### src/design/kcd_ram.sv
// ----------------------------------------------------------------------------
// kcd_ram
// Generic single-write, single-read RAM with registered read data.
// ----------------------------------------------------------------------------
module kcd_ram #(
    parameter int WIDTH = 8,
    parameter int DEPTH = 16
) (
    input  logic                     aclk,
    input  logic                     we,
    input  logic [$clog2(DEPTH)-1:0] waddr,
    input  logic [WIDTH-1:0]         wdata,
    input  logic [$clog2(DEPTH)-1:0] raddr,
    output logic [WIDTH-1:0]         rdata
);

    logic [WIDTH-1:0] mem [DEPTH];

    always_ff @(posedge aclk) begin
        if (we) begin
            mem[waddr] <= wdata;
        end
        rdata <= mem[raddr];
    end

endmodule

### config.mk
export PLATFORM = sky130hd
export DESIGN_NAME = kcd_ram
export DESIGN_NICKNAME = d
export VERILOG_FILES = /design/src/design/kcd_ram.sv
export SDC_FILE = /design/constraint.sdc
export NUM_CORES = 1
export LEC_CHECK = 0
export BUFFER_PORTS_ARGS = -buffer_cell sky130_fd_sc_hd__buf_2
export CAP_MARGIN = 20
export CORE_MARGIN = 2
export CORE_UTILIZATION = 54
export CTS_BUF_LIST = sky130_fd_sc_hd__clkbuf_8 sky130_fd_sc_hd__clkbuf_16
export CTS_CLUSTER_DIAMETER = 50
export DETAILED_ROUTE_END_ITERATION = 8
export MAX_ROUTING_LAYER = met4
export PLACE_DENSITY_LB_ADDON = 0.15
export SYNTH_ARGS = -nofsm -noshare
export SYNTH_HDL_FRONTEND = slang
export SYNTH_SLANG_ARGS = --single-unit
### constraint.sdc
create_clock -name aclk -period 1.9 [get_ports aclk]
set_clock_uncertainty 0.1 [all_clocks]
set_input_delay 0.38 -clock aclk [delete_from_list [all_inputs] [get_ports aclk]]
set_output_delay 0.38 -clock aclk [all_outputs]
set_load 0.01 [all_outputs]
==> summary.md <==
| Metric | Value |
|---|---|
| Share of the cycle needed by the critical path after routing | `78.8%` |
| Xor/xnor share of the synthesized area | `0%` |
| Area share of the largest cell type after synthesis | `~75%` |
| Area growth from synthesis to layout | `19.0%` |
| Yosys synthesis warning count | `0` |
| Highest-delay cell along the critical path | `mux4_1` |
| Simple-gate area share of the yosys netlist | `under 10%` |
| Antenna violations before repair | `0` |
| Hold WS | `160 ps` |
| Num CTS Buffers | `17` |
| Cell family with the largest share of critical-path delay | `multiplexers` |
| Crit path buffers/inverters | `0` |
| Number of rows in the core area | `35` |
| Core Footprint | `9240 µm²` |
| Final-report hold violation count | `0` |
| Switching part of the total power | `20.9%` |
| I/O pin cnt | `26` |
| H-tree depth | `4` |
| Final weighted congestion in routability-driven placement | `0.803` |
| Cell-by-cell listing of the critical path | `mux4_1, a22oi_1, nand2_1` |
| Count of distinct cell types in the synthesized netlist | `19` |
| First-pass detailed-route iteration total | `4` |
| Maximum buffer depth of the clock tree | `2` |
| Synthesized-area fraction occupied by adder cells | `0%` |
| Power Density | `around 1100 nW/µm²` |
| Net switching power figure | `0.00139 W` |
| Overall routing resource usage | `20.8%` |
| Data arrival, critical path | `1780 ps` |
| Largest fanout on the critical path | `1` |
| Most area-hungry cell type in the Yosys netlist | `edfxtp_1` |
| Post-synthesis sequential element count | `136` |
| Worst stage delay on the critical path | `between 500 and 600 ps` |
| Gate Count Post-Synth | `229` |
| Worst Hold Launch | `wdata[3]` |
| Number of buffers inserted by port buffering | `25` |
| Average wire per standard cell | `~21 µm` |
| Combinational family with the most area after synthesis | `multiplexers` |
| Remaining global-route overflow | `0` |
| Met3 usage in global routing | `between 5 and 6%` |
| Biggest area contributors in the synthesized netlist | `edfxtp_1, mux4_2, mux4_1` |
| Final HPWL DP | `5800 µm` |
| Final antenna-violating net count | `0` |
| CP required | `2180 ps` |
| Met2 Track Usage GR | `31.3%` |
| Number of global-route vias before repair | `2,497` |
| Cell chosen for the clock root | `clkbuf_8` |
| Run status | `completed` |
| MaxCap Viol Count | `0` |
| Number of resized instances in the post-cts repair step | `0` |
| Via count | `about 2,400` |
| Vias per std cell | `5.58` |
| # DRC | `0` |
| CTS tree | `yes` |
| Synthesized Nets | `247` |
| Number of endpoints failing setup at the final stage | `0` |
| Worst min-delay path category | `in2reg` |
| Combinational share of power | `4.8%` |
| Worst path setup slack after routing | `402 ps` |
| Share of final-layout standard cells stronger than drive strength 1 | `33.3%` |
| Vertical extent of the die | `102 µm` |
| Insertion delay to the later sink of the worst-skew pair | `500 ps` |
| Number of hold-repair buffers added at the cts stage | `0` |
| Number of sinks handled by clock tree synthesis | `136` |
| Fmax | `0.668 GHz` |
| Static power due to leakage | `2.10 nW` |
| Clock group share of total power | `44.6%` |
| Largest net degree at the start of global routing | `33` |
| Slew Viols, Final | `0` |
| Internal cell power | `0.00527 W` |
| Setup CP Type | `reg2reg` |
| Max_slew headroom | `74.1%` |
| Setup crit start | `mem[1][2]$_DFFE_PP_` |
| Avg Synthesized Cell Area | `about 22 µm²` |
| Full die area | `10,300 µm²` |
| Worst Setup Slack post-DPL | `3.00 ps` |
| Worst voltage drop across the vdd grid | `0.000623 V` |
| Reg-to-Reg Start | `mem[1][2]$_DFFE_PP_` |
| Violation count after the first detailed-route iteration | `between 200 and 250` |
| Share of the yosys chip area belonging to registers | `between 70% and 80%` |
| # Post-CTS Setup Buffers | `0` |
| Horiz. Die Dim | `102 µm` |
| Diodes inserted | `0` |
| Global-route wire length before repair | `~14,000 µm` |
| Initial Util | `55.7%` |
| Total wire length after detailed routing | `9150 µm` |
| Multiplexer share of the synthesized area | `15.0%` |
| RSZ-0062 raised after global routing | `no` |
| Highest-count cells in the layout ignoring fill and taps | `edfxtp_1, buf_2, buf_4` |
| Post-synthesis compound-gate area fraction | `2.33%` |
| Commonest non-fill, non-tap cell in the layout | `edfxtp_1` |
| GRT met1 Usage | `approximately 28%` |
| Worst slew pin tran | `388 ps` |
| Clock slew at reported path FFs | `60 ps` |
| Sequential power share | `50.6%` |
| Layout net count | `305` |
| Global route hottest layer | `met2` |
| Type of element capturing the critical path | `flip-flop` |
| Total negative setup slack | `0 ps` |
| Post-Synthesis Cell Area | `5150 µm²` |
| Final critical path time including I/O delays and setup | `1500 ps` |
| Startpoint type of the worst setup path | `flip-flop` |
sequential cells by signal (all words and copies together) (netlist names):
signal / flops
rdata: 8
mem: 128
routing by layer:
metal	routed length [µm]	part of all wire, %
met1	3880	42
met2	4580	50
met3	649	7.1
met4	42	0.46
met5	0	0
worst register-to-register path, cell delays in order (launching register included):
cell and delay, ps:
edfxtp_1 370, mux4_1 520, a22oi_1 290, nand2_1 100
logic make-up after synthesis:
logic type / Yosys count
AOI/OAI and AO/OA: 16
buffers and inverters: 10
DFF: 136
muxes: 32
and+or+nand+nor: 35
stage by stage:
step / power, W / cells / utilization [%] / cell area, µm²
final: 0.00666 / 429 / 66.3 / 6130
after global routing: 0.00689 / 429 / 66.3 / 6130
after detailed placement: 0.00376 / 397 / 60.3 / 5570
after floorplan: 0.00361 / 229 / - / 5150
after global placement: 0.00375 / 397 / 60.3 / 5570
after CTS: 0.00672 / 429 / 66.3 / 6130
final cells by class:
cell class | instances | area, µm²
clock inverters | 14 | 129
fillers | 609 | 3110
repair buffers | 49 | 343
well taps | 129 | 161
flip-flops and latches | 136 | 4000
multi-input cells | 83 | 1060
clock buffers | 18 | 428
cells in the mapped netlist, drive strengths merged:
| cell | count |
|---|---|
| nand2 | 9 |
| or3b | 1 |
| edfxtp | 128 |
| nand2b | 2 |
| nor2b | 1 |
| buf | 7 |
| clkdlybuf4s25 | 3 |
| nor3 | 4 |
| nor2 | 13 |
| and2b | 1 |
| nand3b | 2 |
| nand3 | 1 |
| a22oi | 16 |
| mux4 | 32 |
| and2 | 1 |
| dfxtp | 8 |
path summary, 6_finish.rpt:
check	slack (ps)	depth (start not counted)	to
min reg2reg	550	3	rdata[0]$_DFF_P_
max	400	3	rdata[2]$_DFF_P_
min	160	1	mem[4][3]$_DFFE_PP_
max reg2reg	400	3	rdata[2]$_DFF_P_
power groups by stage:
stage | Clock, W | Combinational [W] | Sequential, W
floorplan | 0 | 0.000171 | 0.00344
global placement | 0 | 0.000313 | 0.00343
detailed placement | 0 | 0.000322 | 0.00343
CTS | 0.00303 | 0.000324 | 0.00337
global route | 0.00316 | 0.000351 | 0.00338
finish | 0.00297 | 0.000317 | 0.00337
Note: power is estimated with default switching activity, not from simulation.
